`config.mk`:
```
export PLATFORM = sky130hd
export DESIGN_NAME = swap_slot_allocator
export DESIGN_NICKNAME = d
export VERILOG_FILES = /design/src/design/ssa_pkg.sv /design/src/design/ssa_ram.sv /design/src/design/swap_slot_allocator.sv
export SDC_FILE = /design/constraint.sdc
export NUM_CORES = 2
export LEC_CHECK = 0
export ABC_AREA = 1
export ABC_CLOCK_PERIOD_IN_PS = 15850
export BUFFER_PORTS_ARGS = -buffer_cell sky130_fd_sc_hd__clkbuf_2
export CAP_MARGIN = 15
export CORE_MARGIN = 3
export CORE_UTILIZATION = 40
export CTS_CLUSTER_DIAMETER = 60
export DETAILED_ROUTE_END_ITERATION = 7
export HOLD_SLACK_MARGIN = 0.02
export SKIP_LAST_GASP = 1
export SLEW_MARGIN = 30
export SYNTH_ARGS = -nofsm -noshare
export SYNTH_HDL_FRONTEND = slang
export SYNTH_SLANG_ARGS = --single-unit
```
`constraint.sdc`:
```
create_clock -name clk_i -period 15.85 [get_ports clk_i]
set_input_delay 3.17 -clock clk_i [delete_from_list [all_inputs] [get_ports clk_i]]
set_output_delay 3.17 -clock clk_i [all_outputs]
set_load 0.01 [all_outputs]
```
`src/design/ssa_pkg.sv`:
```
// ----------------------------------------------------------------------------
// ssa_pkg
// Shared codes, widths and item layouts of the swap slot allocator.
// ----------------------------------------------------------------------------
package ssa_pkg;

  // Action codes carried in the input item
  localparam logic [2:0] ACT_STORE = 3'd0;
  localparam logic [2:0] ACT_LOAD  = 3'd1;
  localparam logic [2:0] ACT_FREE  = 3'd2;
  localparam logic [2:0] ACT_QUERY = 3'd3;
  localparam logic [2:0] ACT_INFO  = 3'd4;
  localparam logic [2:0] ACT_CLEAR = 3'd5;

  // Result status codes
  localparam logic [1:0] STS_OK     = 2'd0;
  localparam logic [1:0] STS_BAD    = 2'd1;
  localparam logic [1:0] STS_NOCAP  = 2'd2;
  localparam logic [1:0] STS_NOSLOT = 2'd3;

  // Configuration register indexes
  localparam int unsigned CFG_IDX_W = 1;
  localparam logic [CFG_IDX_W-1:0] CFG_CAPACITY   = 1'd0;
  localparam logic [CFG_IDX_W-1:0] CFG_SLOT_LIMIT = 1'd1;
  localparam int unsigned CFG_DATA_W = 32;

  localparam int unsigned IN_TDATA_W  = 80;
  localparam int unsigned OUT_TDATA_W = 144;

  // Input item, fields listed from the highest bits down
  typedef struct packed {
    logic [6:0]  pad;
    logic [31:0] buffer_size;
    logic [31:0] size;
    logic [5:0]  slot;
    logic [2:0]  action;
  } in_item_t;

  // Result item, fields listed from the highest bits down
  typedef struct packed {
    logic [31:0] load_count;
    logic [31:0] store_count;
    logic [6:0]  slots_in_use;
    logic [31:0] bytes_in_use;
    logic        slot_used;
    logic [31:0] slot_size;
    logic [5:0]  slot_id;
    logic [1:0]  status;
  } out_item_t;

endpackage

```
`src/design/ssa_ram.sv`:
```
// ----------------------------------------------------------------------------
// ssa_ram
// Generic single-write, single-read RAM with a registered read port.
// ----------------------------------------------------------------------------
module ssa_ram #(
  parameter int unsigned Width = 32,
  parameter int unsigned Depth = 64
) (
  input  logic                     clk_i,
  input  logic                     we_i,
  input  logic [$clog2(Depth)-1:0] waddr_i,
  input  logic [Width-1:0]         wdata_i,
  input  logic                     re_i,
  input  logic [$clog2(Depth)-1:0] raddr_i,
  output logic [Width-1:0]         rdata_o
);

  logic [Width-1:0] mem_q [Depth];
  logic [Width-1:0] rdata_q;

  always_ff @(posedge clk_i) begin
    if (we_i) begin
      mem_q[waddr_i] <= wdata_i;
    end
    // hold read data when no read is issued
    if (re_i) begin
      rdata_q <= mem_q[raddr_i];
    end
  end

  assign rdata_o = rdata_q;

endmodule

```
`src/design/swap_slot_allocator.sv`:
```
// ----------------------------------------------------------------------------
// swap_slot_allocator
// First-fit slot table with a byte budget: store, load, free, query, info
// and clear actions, slot sizes held in a RAM, used marks in flops.
// ----------------------------------------------------------------------------
//  Channel     Direction  Handshake                 Carries
//  s_axis      in         tvalid/tready             one action request
//  m_axis      out        tvalid/tready             one result per request
//  cfg         in         we (no back-pressure)     capacity, slot limit
//
//  The accept cycle issues the size RAM read; the execute state then runs
//  the free-slot search, checks and write-back. A new request is accepted
//  only once the last one has left the execute state. The result sits in
//  an output register; a stalled output holds the request in its execute
//  state, and a new request is taken while a result still waits. Reset
//  clears all control state at once; no clearing pass.
// ----------------------------------------------------------------------------
module swap_slot_allocator #(
  parameter int unsigned NumSlots = 64
) (
  input  logic                                 clk_i,
  input  logic                                 rst_ni,
  // action[2:0], slot[8:3], size[40:9], buffer_size[72:41], zero pad
  input  logic [ssa_pkg::IN_TDATA_W-1:0]       s_axis_tdata_i,
  input  logic                                 s_axis_tvalid_i,
  output logic                                 s_axis_tready_o,
  // status[1:0], slot_id[7:2], slot_size[39:8], slot_used[40],
  // bytes_in_use[72:41], slots_in_use[79:73], store_count[111:80],
  // load_count[143:112]
  output logic [ssa_pkg::OUT_TDATA_W-1:0]      m_axis_tdata_o,
  output logic                                 m_axis_tvalid_o,
  input  logic                                 m_axis_tready_i,
  input  logic                                 cfg_we_i,
  input  logic [ssa_pkg::CFG_IDX_W-1:0]        cfg_idx_i,
  input  logic [ssa_pkg::CFG_DATA_W-1:0]       cfg_wdata_i
);

  import ssa_pkg::*;

  localparam int unsigned IdxW = $clog2(NumSlots);
  localparam int unsigned CntW = $clog2(NumSlots + 1);

  typedef enum logic {
    ST_IDLE,
    ST_EXEC
  } state_e;

  state_e              state_q, state_d;
  in_item_t            item_q, item_d;
  out_item_t           out_q, out_d;
  logic                out_valid_q, out_valid_d;
  logic [NumSlots-1:0] used_q, used_d;
  logic [31:0]         bytes_q, bytes_d;
  logic [CntW-1:0]     slots_q, slots_d;
  logic [31:0]         stores_q, stores_d;
  logic [31:0]         loads_q, loads_d;
  logic [31:0]         cap_q;
  logic [6:0]          limit_reg_q;

  in_item_t            s_item;
  logic                s_accept;
  logic                exec_go;
  logic [CntW-1:0]     eff_limit;
  logic [NumSlots-1:0] lim_mask;
  logic [NumSlots-1:0] avail;
  logic [NumSlots-1:0] lowest;
  logic                found;
  logic [IdxW-1:0]     found_idx;
  logic [IdxW-1:0]     slot_idx;
  logic                in_range;
  logic                slot_marked;
  logic [32:0]         total;
  logic [31:0]         rd_size;
  logic                ram_we;

  assign s_item   = in_item_t'(s_axis_tdata_i);
  assign s_accept = s_axis_tvalid_i && s_axis_tready_o;
  assign s_axis_tready_o = (state_q == ST_IDLE);
  assign exec_go  = (state_q == ST_EXEC) && (!out_valid_q || m_axis_tready_i);

  // zero or oversized limit register means the whole table
  assign eff_limit = (limit_reg_q == 7'd0 || 32'(limit_reg_q) > NumSlots)
                   ? CntW'(NumSlots) : CntW'(limit_reg_q);

  always_comb begin
    for (int i = 0; i < NumSlots; i++) begin
      lim_mask[i] = 32'(i) < 32'(eff_limit);
    end
  end

  // lowest free slot below the limit: isolate the lowest set bit
  assign avail  = ~used_q & lim_mask;
  assign lowest = avail & (~avail + NumSlots'(1));
  assign found  = |avail;

  always_comb begin
    found_idx = '0;
    for (int i = 0; i < NumSlots; i++) begin
      if (lowest[i]) begin
        found_idx = found_idx | IdxW'(i);
      end
    end
  end

  assign slot_idx    = IdxW'(item_q.slot);
  assign in_range    = 32'(item_q.slot) < 32'(eff_limit);
  assign slot_marked = in_range && used_q[slot_idx];
  assign total       = {1'b0, bytes_q} + {1'b0, item_q.size};

  always_comb begin
    state_d     = state_q;
    item_d      = item_q;
    out_d       = out_q;
    out_valid_d = out_valid_q;
    used_d      = used_q;
    bytes_d     = bytes_q;
    slots_d     = slots_q;
    stores_d    = stores_q;
    loads_d     = loads_q;
    ram_we      = 1'b0;

    if (out_valid_q && m_axis_tready_i) begin
      out_valid_d = 1'b0;
    end

    unique case (state_q)
      ST_IDLE: begin
        if (s_accept) begin
          item_d  = s_item;
          state_d = ST_EXEC;
        end
      end
      ST_EXEC: begin
        if (exec_go) begin
          state_d     = ST_IDLE;
          out_valid_d = 1'b1;
          out_d       = '0;
          out_d.status = STS_OK;
          case (item_q.action)
            ACT_STORE: begin
              if (item_q.size == 32'd0) begin
                out_d.status = STS_BAD;
              end else if (total > {1'b0, cap_q}) begin
                out_d.status = STS_NOCAP;
              end else if (!found) begin
                out_d.status = STS_NOSLOT;
              end else begin
                ram_we            = 1'b1;
                used_d[found_idx] = 1'b1;
                bytes_d           = total[31:0];
                slots_d           = slots_q + CntW'(1);
                stores_d          = stores_q + 32'd1;
                out_d.slot_id     = 6'(found_idx);
              end
            end
            ACT_LOAD: begin
              if (!slot_marked || item_q.buffer_size < rd_size) begin
                out_d.status = STS_BAD;
              end else begin
                loads_d         = loads_q + 32'd1;
                out_d.slot_size = rd_size;
              end
            end
            ACT_FREE: begin
              if (!slot_marked) begin
                out_d.status = STS_BAD;
              end else begin
                bytes_d = (bytes_q >= rd_size) ? bytes_q - rd_size : 32'd0;
                used_d[slot_idx] = 1'b0;
                if (slots_q != '0) begin
                  slots_d = slots_q - CntW'(1);
                end
              end
            end
            ACT_QUERY: begin
              out_d.slot_used = slot_marked;
            end
            ACT_INFO: begin
              out_d.bytes_in_use = bytes_q;
              out_d.slots_in_use = 7'(slots_q);
              out_d.store_count  = stores_q;
              out_d.load_count   = loads_q;
            end
            ACT_CLEAR: begin
              used_d   = '0;
              bytes_d  = '0;
              slots_d  = '0;
              stores_d = '0;
              loads_d  = '0;
            end
            default: begin
              out_d.status = STS_BAD;
            end
          endcase
        end
      end
      default: begin
        state_d = ST_IDLE;
      end
    endcase
  end

  always_ff @(posedge clk_i or negedge rst_ni) begin
    if (!rst_ni) begin
      state_q     <= ST_IDLE;
      item_q      <= '0;
      out_q       <= '0;
      out_valid_q <= 1'b0;
      used_q      <= '0;
      bytes_q     <= '0;
      slots_q     <= '0;
      stores_q    <= '0;
      loads_q     <= '0;
      cap_q       <= '0;
      limit_reg_q <= 7'd64;
    end else begin
      state_q     <= state_d;
      item_q      <= item_d;
      out_q       <= out_d;
      out_valid_q <= out_valid_d;
      used_q      <= used_d;
      bytes_q     <= bytes_d;
      slots_q     <= slots_d;
      stores_q    <= stores_d;
      loads_q     <= loads_d;
      if (cfg_we_i) begin
        unique case (cfg_idx_i)
          CFG_CAPACITY:   cap_q       <= cfg_wdata_i;
          CFG_SLOT_LIMIT: limit_reg_q <= cfg_wdata_i[6:0];
          default: ;
        endcase
      end
    end
  end

  // slot sizes are only used for slots with a used mark, so no reset needed
  ssa_ram #(
    .Width (32),
    .Depth (NumSlots)
  ) u_size_ram (
    .clk_i   (clk_i),
    .we_i    (ram_we),
    .waddr_i (found_idx),
    .wdata_i (item_q.size),
    .re_i    (s_accept),
    .raddr_i (IdxW'(s_item.slot)),
    .rdata_o (rd_size)
  );

  assign m_axis_tdata_o  = OUT_TDATA_W'(out_q);
  assign m_axis_tvalid_o = out_valid_q;

  a_accept_to_exec : assert property (@(posedge clk_i) disable iff (!rst_ni)
    s_accept |=> state_q == ST_EXEC)
    else $error("accepted request did not enter execute");

  a_result_from_exec : assert property (@(posedge clk_i) disable iff (!rst_ni)
    $rose(out_valid_q) |-> $past(state_q == ST_EXEC))
    else $error("result appeared without an execute cycle");

  a_slot_count : assert property (@(posedge clk_i) disable iff (!rst_ni)
    32'(slots_q) == 32'($countones(used_q)))
    else $error("slot count disagrees with used marks");

  a_store_free_slot : assert property (@(posedge clk_i) disable iff (!rst_ni)
    ram_we |-> !used_q[found_idx] && lim_mask[found_idx])
    else $error("store wrote a slot already in use");

endmodule

```
Word-level counts from Yosys, hierarchy flattened --
Memories as Yosys holds them, arrays and structs flattened. A register that Yosys moved wholly into a read port is not among the register bits. Index checks and enable logic that the tools add are counted.
Storage, ports and cells: memory bits (writable) 2048, bits of input ports 118, output and inout bits 146, memories kept 1, bits in registers 425
Cells by class: magnitude comparators 73, reductions and logical operators 27, bitwise gates (word level) 8, equal/unequal tests 18, muxes and demuxes 274, add/sub/neg operators 7
Memories:
- u_size_ram.mem_q | words 64, width 32, read ports 1, clocked after Yosys merged registers in 1, wr ports 1, RTL line ssa_ram.sv:18 | logic [Width-1:0] mem_q [Depth];
Operators by type and width (number):
- $mux 32 | 60
- $mux 64 | 23
- $mux 103 | 3
- $mux 6 | 50
- $mux 144 | 2
- $lt 6x7->1 const A | 32
- $mux 7 | 31
- $and 64x64->64 | 3
- $not 64->64 | 3
- $pmux 64 s3 | 1
- $mux 73 | 2
- $pmux 32 s2 | 2
- $lt 5x7->1 const A | 16
- $pmux 32 s3 | 1
- $mux 5 | 16
- $add 32x1->32 const B | 2
- $add 64x1->64 const B | 1
- $or 64x64->64 | 1
- $reduce_or 64->1 | 1
- $lt 4x7->1 const A | 8
- $mux 2 | 25
- $mux 1 | 40
- $add 32x32->33 | 1
- $gt 33x32->1 | 1
- other kinds (42) | 82

Longest topological paths before layout --
depth in word-level cells 96, gate-level depth with buffers 34, gate-level depth less buffers 32

Hierarchy --
From an unflattened synthesis, not the netlist that was laid out.
Second synthesis, totals: cell total of the unflattened synthesis 10682, area, all modules 111473.2 sq um
Modules (own cells, without submodules):
- ssa_ram | instances 1, area each 83128.5 sq um, cells each 6773
- swap_slot_allocator | instances 1, area each 28344.7 sq um, cells each 3909

Worst setup path after synthesis --
No wires, ideal clock.
kind input to register, start point input m_axis_tready_i, end point memory u_size_ram.mem_q[22][0] (enable), arrival time 6658 ps, cell stages on the path 7, slack 8731 ps, cells stage by stage nor2_1 -> nor2_1 -> inv_2 -> nor3_1 -> nand3_1 -> clkbuf_1 -> nor3_1
On the way: word-level cells in the longest chain between the ends 7
RTL lines:
- start, declared | RTL line swap_slot_allocator.sv:32 | input logic m_axis_tready_i,
- $logic_or 1x1->1 | RTL line swap_slot_allocator.sv:79 | assign exec_go = (state_q == ST_EXEC) && (!out_valid_q || m_axis_tready_i);
- $logic_and 1x1->1 | RTL line swap_slot_allocator.sv:79
- $mux 1 | RTL line swap_slot_allocator.sv:134 | if (exec_go) begin
- $mux 1 (2 in a row) | RTL line swap_slot_allocator.sv:126 | unique case (state_q)
- $mux 1 | RTL line ssa_ram.sv:22 | if (we_i) begin
- $mux 1 (implied by the code) | RTL line ssa_ram.sv:23 | mem_q[waddr_i] <= wdata_i;
- end, declared | RTL line ssa_ram.sv:18
Every way passes these cells. The select of a mux whose other input is x is not followed.

Final worst setup path --
start point register item_q[11] (netlist bit), end point register bytes_q[14]
On the way: word-level cells in the longest chain between the ends 21
RTL lines:
- start, declared | RTL line swap_slot_allocator.sv:49 | in_item_t item_q, item_d;
- start signal, assigned | RTL line swap_slot_allocator.sv:218 | item_q <= item_d;
- $add 32x32->33 | RTL line swap_slot_allocator.sv:108 | assign total = {1'b0, bytes_q} + {1'b0, item_q.size};
- $mux 32 | RTL line swap_slot_allocator.sv:145 | end else if (!found) begin
- $mux 32 | RTL line swap_slot_allocator.sv:143 | end else if (total > {1'b0, cap_q}) begin
- $mux 32 | RTL line swap_slot_allocator.sv:141 | if (item_q.size == 32'd0) begin
- $mux 32 | RTL line swap_slot_allocator.sv:139 | case (item_q.action)
- $mux 32 | RTL line swap_slot_allocator.sv:134
- $mux 32 | RTL line swap_slot_allocator.sv:126
- $mux 32 | RTL line swap_slot_allocator.sv:143
- [5 not listed]
- $mux 32 | RTL line swap_slot_allocator.sv:139
- $mux 32 | RTL line swap_slot_allocator.sv:134
- $mux 32 | RTL line swap_slot_allocator.sv:126
- $pmux 32 s3 | RTL line swap_slot_allocator.sv:139
- $mux 32 | RTL line swap_slot_allocator.sv:134
- $mux 32 | RTL line swap_slot_allocator.sv:126
- $mux 32 | RTL line swap_slot_allocator.sv:134
- $mux 32 | RTL line swap_slot_allocator.sv:126
- end signal, assigned | RTL line swap_slot_allocator.sv:222 | bytes_q <= bytes_d;
- end, declared | RTL line swap_slot_allocator.sv:53 | logic [31:0] bytes_q, bytes_d;
Parallel ways exist; a longest one is shown, timed or not. The select of a mux whose other input is x is not followed. A chain may end at the register's enable or synchronous reset.

==> qor.csv <==
metric,value,unit
switching_power,6.85,mW
cts.sinks,2505,
drt_wl_total,387000,um
overflow,0,
synthesis.nets,10400,
clkSlewWorstSetupHoldPaths,0.06,ns
power_frac_comb,0.253,
min_delay_path_depth,2,
irDropWorstVdd,0.135,mV
ant_nets,0,
worstHoldPathType,reg -> reg,
timing.slew.headroom,0.262,
via_per_inst,5.86,
synth.avg_cell_area,10.8,um2
drv_slew,0,
drv_cap,0,
die_area,280000,um2
crit_chain,buf_4 -> ha_1 -> nand3_1 -> nand2_1 -> a21oi_1 -> o21ai_0 -> a21oi_1 -> o21ai_0 -> nand2_1 -> nand2_1 -> xor2_1 -> ha_1 -> nand3_1 -> nor3_1 -> nand2_1 -> o211ai_1 -> nand2_1 -> nand2_1 -> nand2_1 -> nand2_8 -> clkinv_2 -> buf_4 -> nand2_1 -> o21ai_1,
postSynthCellCount,10200,
die_x,529,um
skew,0.0999,ns
syn_area,110000,um2
cts_resized,0,
worstSetupPathType,reg -> reg,
place_area,115000,um2
seqPwrFrac,0.429,
crit_top_cell,nand2_1,
top_layer_used,met5,
num_rows,191,
wl_met2,175000,um
drt_pre_antenna_iters,7,
antenna_found_initial,12,
ys_async_sr_fraction,0.170,
ctsLongestPathBuffers,4,
cts_buffers,276,
h-tree-depth,5,
cts_tree,done,
worstPathMaxFanout,91,
status,finished clean,
synth_flop_cell,edfxtp_1,
synth-seq-area-share,0.667,
power.leakage,44.7,nW
final.min_clock_period,7.58,ns
fin_setup_tns,0,ns
pin_count,264,
fin_area,124000,um2
fin_crit_sh,0.478,
yosysWarnings,0,
wl_per_cell,27.5,um
cts_root_buf,clkbuf_16,
port_buffers,256,
cpMaxStageDelayCell,clkinv_2,
hpwl,233000,um
grt_pass1_wl,549000,um
rsz0062_at_grt,false,
slowest_delay,0.88,ns
gp_congestion,0.951,
powerDensity,161,nW/um2
required,16.56,ns
start_kind,flop,
end_kind,flop,
syn2layout_area_growth,13.3,%
max_slew.worst_pin.slew,1.10,ns
synth_edf_count,2080,
reg2regPathDepth,24,
wl_met3,36700,um
ys_ff_latch,2505,
drcViolationCount,0,
grt_pass1_vias,77600,
wl_met1,157000,um
die_h,529,um
fmax,132,MHz
finalNetCount,10600,
initial_utilization,0.403,
rrSetupSlack,8.27,ns
track_usage,0.267,
grt_max_degree,186,
swShare,0.343,
via_count,82500,
clock_latency,0.88,ns
coreArea,272000,um2
cts_setup_buffers,0,
drt_iter0_drc,9995,
drive_above_1_share,0.100,
crit_arrival,8.28,ns
hold_viol,0,
setup_violations,0,
pwr-share-clk,0.317,
p_int,13.1,mW
yosys.cell_types.count,70,
cts_hold_buffers,0,
## logic make-up after synthesis
logic type | after synthesis | synth area share
buffers and inverters | 1081 | 0.0385
and+or+nand+nor | 3595 | 0.133
DFF | 2505 | 0.667
adders and majority gates | 142 | 0.0164
AOI/OAI and AO/OA | 2729 | 0.137
xor gates and xnor gates | 100 | 0.00799
## flip-flops by register name, summed over array words and instances (netlist names)
| name | flops |
|---|---|
| u_size_ram.mem_q | 2048 |
| m_axis_tdata_o | 144 |
| item_q | 67 |
| used_q | 64 |
| bytes_q | 32 |
| cap_q | 32 |
| loads_q | 32 |
| stores_q | 32 |
| u_size_ram.rdata_o | 32 |
| limit_reg_q | 7 |
| slots_q | 7 |
| slot_idx | 6 |
| m_axis_tvalid_o | 1 |
| state_q | 1 |
## routing by layer
layer | GRT usage | up-vias
li1 | - | 36500
met1 | 0.366 | 41100
met2 | 0.418 | 4148
met3 | 0.0481 | 704
met4 | 0.117 | 2
met5 | 0 | -
## placed cells by master, fill, tap and decap left out, drive strengths merged, types with 4 or more instances in the layout
master and instances:
nand4 73, nor3 120, o32ai 44, nor4 28, xnor2 22, xor2 78, nand3b 15, clkinv 95
a21boi 4, bufinv 22, dfrtp 424, nand3 264, clkinvlp 8, a21oi 220, o221ai 10, or2 4
edfxtp 2080, inv 512, o31ai 4, o21ai 1727, a21o 13, diode 10, nor2 1848, a31oi 13
o21bai 7, o22ai 641, buf 191, ha 139, a32oi 5, a22oi 7, a22o 4, o21a 7
o211ai 6, clkbuf 598, o2111ai 4, a211oi 4, nand2 1234
## path summary, 6_finish.rpt
kind / startpoint / to
setup / recovery: item_q[11] / bytes_q[14]
hold / removal: m_axis_tdata_o[14] / m_axis_tdata_o[14]
setup reg to reg: item_q[11] / bytes_q[14]
hold reg to reg: m_axis_tdata_o[14] / m_axis_tdata_o[14]
max in group asynchronous: rst_ni / m_axis_tdata_o[113]
min in group asynchronous: rst_ni / used_q[60]
## metrics by stage
stage	setup slack [ns]	util	total power [mW]	cells	hold slack, ns
3_5_place_dp	8.05	0.424	13.7	13600	0.470
2_1_floorplan	8.73	-	11.5	10200	0.437
3_3_place_gp	8.08	0.423	13.5	13600	0.466
5_1_grt	7.71	0.457	20.8	14100	0.498
4_1_cts	8.34	0.456	20.0	14100	0.485
6_report	8.27	0.457	20.0	14100	0.483
## cell type report
class / instances / area [um2]
clock buffers: 348 / 7460
repair buffers: 441 / 2860
inverters: 500 / 1910
clock inverters: 137 / 1340
multi-input cells: 6566 / 32900
fillers: 24700 / 148000
well taps: 3570 / 4470
diodes: 10 / 25.0
flip-flops and latches: 2505 / 73100
## worst max-delay path, delay by kind of cell, from the launching register on
family	cells	cell delay, ns
and+or+nand+nor	12	2.22
buffers and inverters	3	2.16
AOI/OAI and AO/OA	6	1.60
adders and majority gates	2	0.55
xor gates and xnor gates	1	0.42
DFF	1	0.34
## power groups by stage
stage / registers (mW) / logic (mW) / clock network, mW
2_1_floorplan: 8.94 / 2.56 / 0
3_3_place_gp: 8.69 / 4.83 / 0
3_5_place_dp: 8.70 / 4.96 / 0
4_1_cts: 8.57 / 4.98 / 6.42
5_1_grt: 8.60 / 5.48 / 6.70
6_report: 8.58 / 5.06 / 6.34
## Yosys cell counts (4+ instances only)
master | instances | area (um2)
a211oi_1 | 4 | 30.0
a21boi_0 | 4 | 30.0
a21o_1 | 13 | 97.6
a21oi_1 | 220 | 1100
a22o_1 | 4 | 35.0
a22oi_1 | 7 | 52.6
a31oi_1 | 13 | 81.3
a32oi_1 | 5 | 43.8
buf_1 | 21 | 78.8
buf_2 | 9 | 45.0
buf_4 | 8 | 60.1
buf_6 | 13 | 146
clkbuf_1 | 528 | 1980
clkinv_1 | 6 | 22.5
dfrtp_1 | 424 | 10600
edfxtp_1 | 2080 | 62500
ha_1 | 139 | 1740
inv_1 | 475 | 1780
inv_2 | 16 | 60.1
nand2_1 | 1208 | 4530
nand2_2 | 23 | 144
nand3_1 | 256 | 1280
nand3_2 | 6 | 60.1
nand3b_1 | 14 | 105
nand4_1 | 70 | 438
nor2_1 | 1831 | 6870
nor2_2 | 11 | 68.8
nor2_4 | 6 | 67.6
nor3_1 | 117 | 586
nor4_1 | 28 | 175
o2111ai_1 | 4 | 35.0
o211ai_1 | 6 | 45.0
o21a_1 | 7 | 52.6
o21ai_0 | 1660 | 8310
o21ai_1 | 54 | 270
o21ai_2 | 12 | 105
o21bai_1 | 6 | 45.0
o221ai_1 | 10 | 87.6
o22ai_1 | 641 | 4010
o31ai_1 | 4 | 30.0
o32ai_1 | 44 | 385
xnor2_1 | 22 | 193
xor2_1 | 78 | 683
Power figures use the tool's default switching activity.
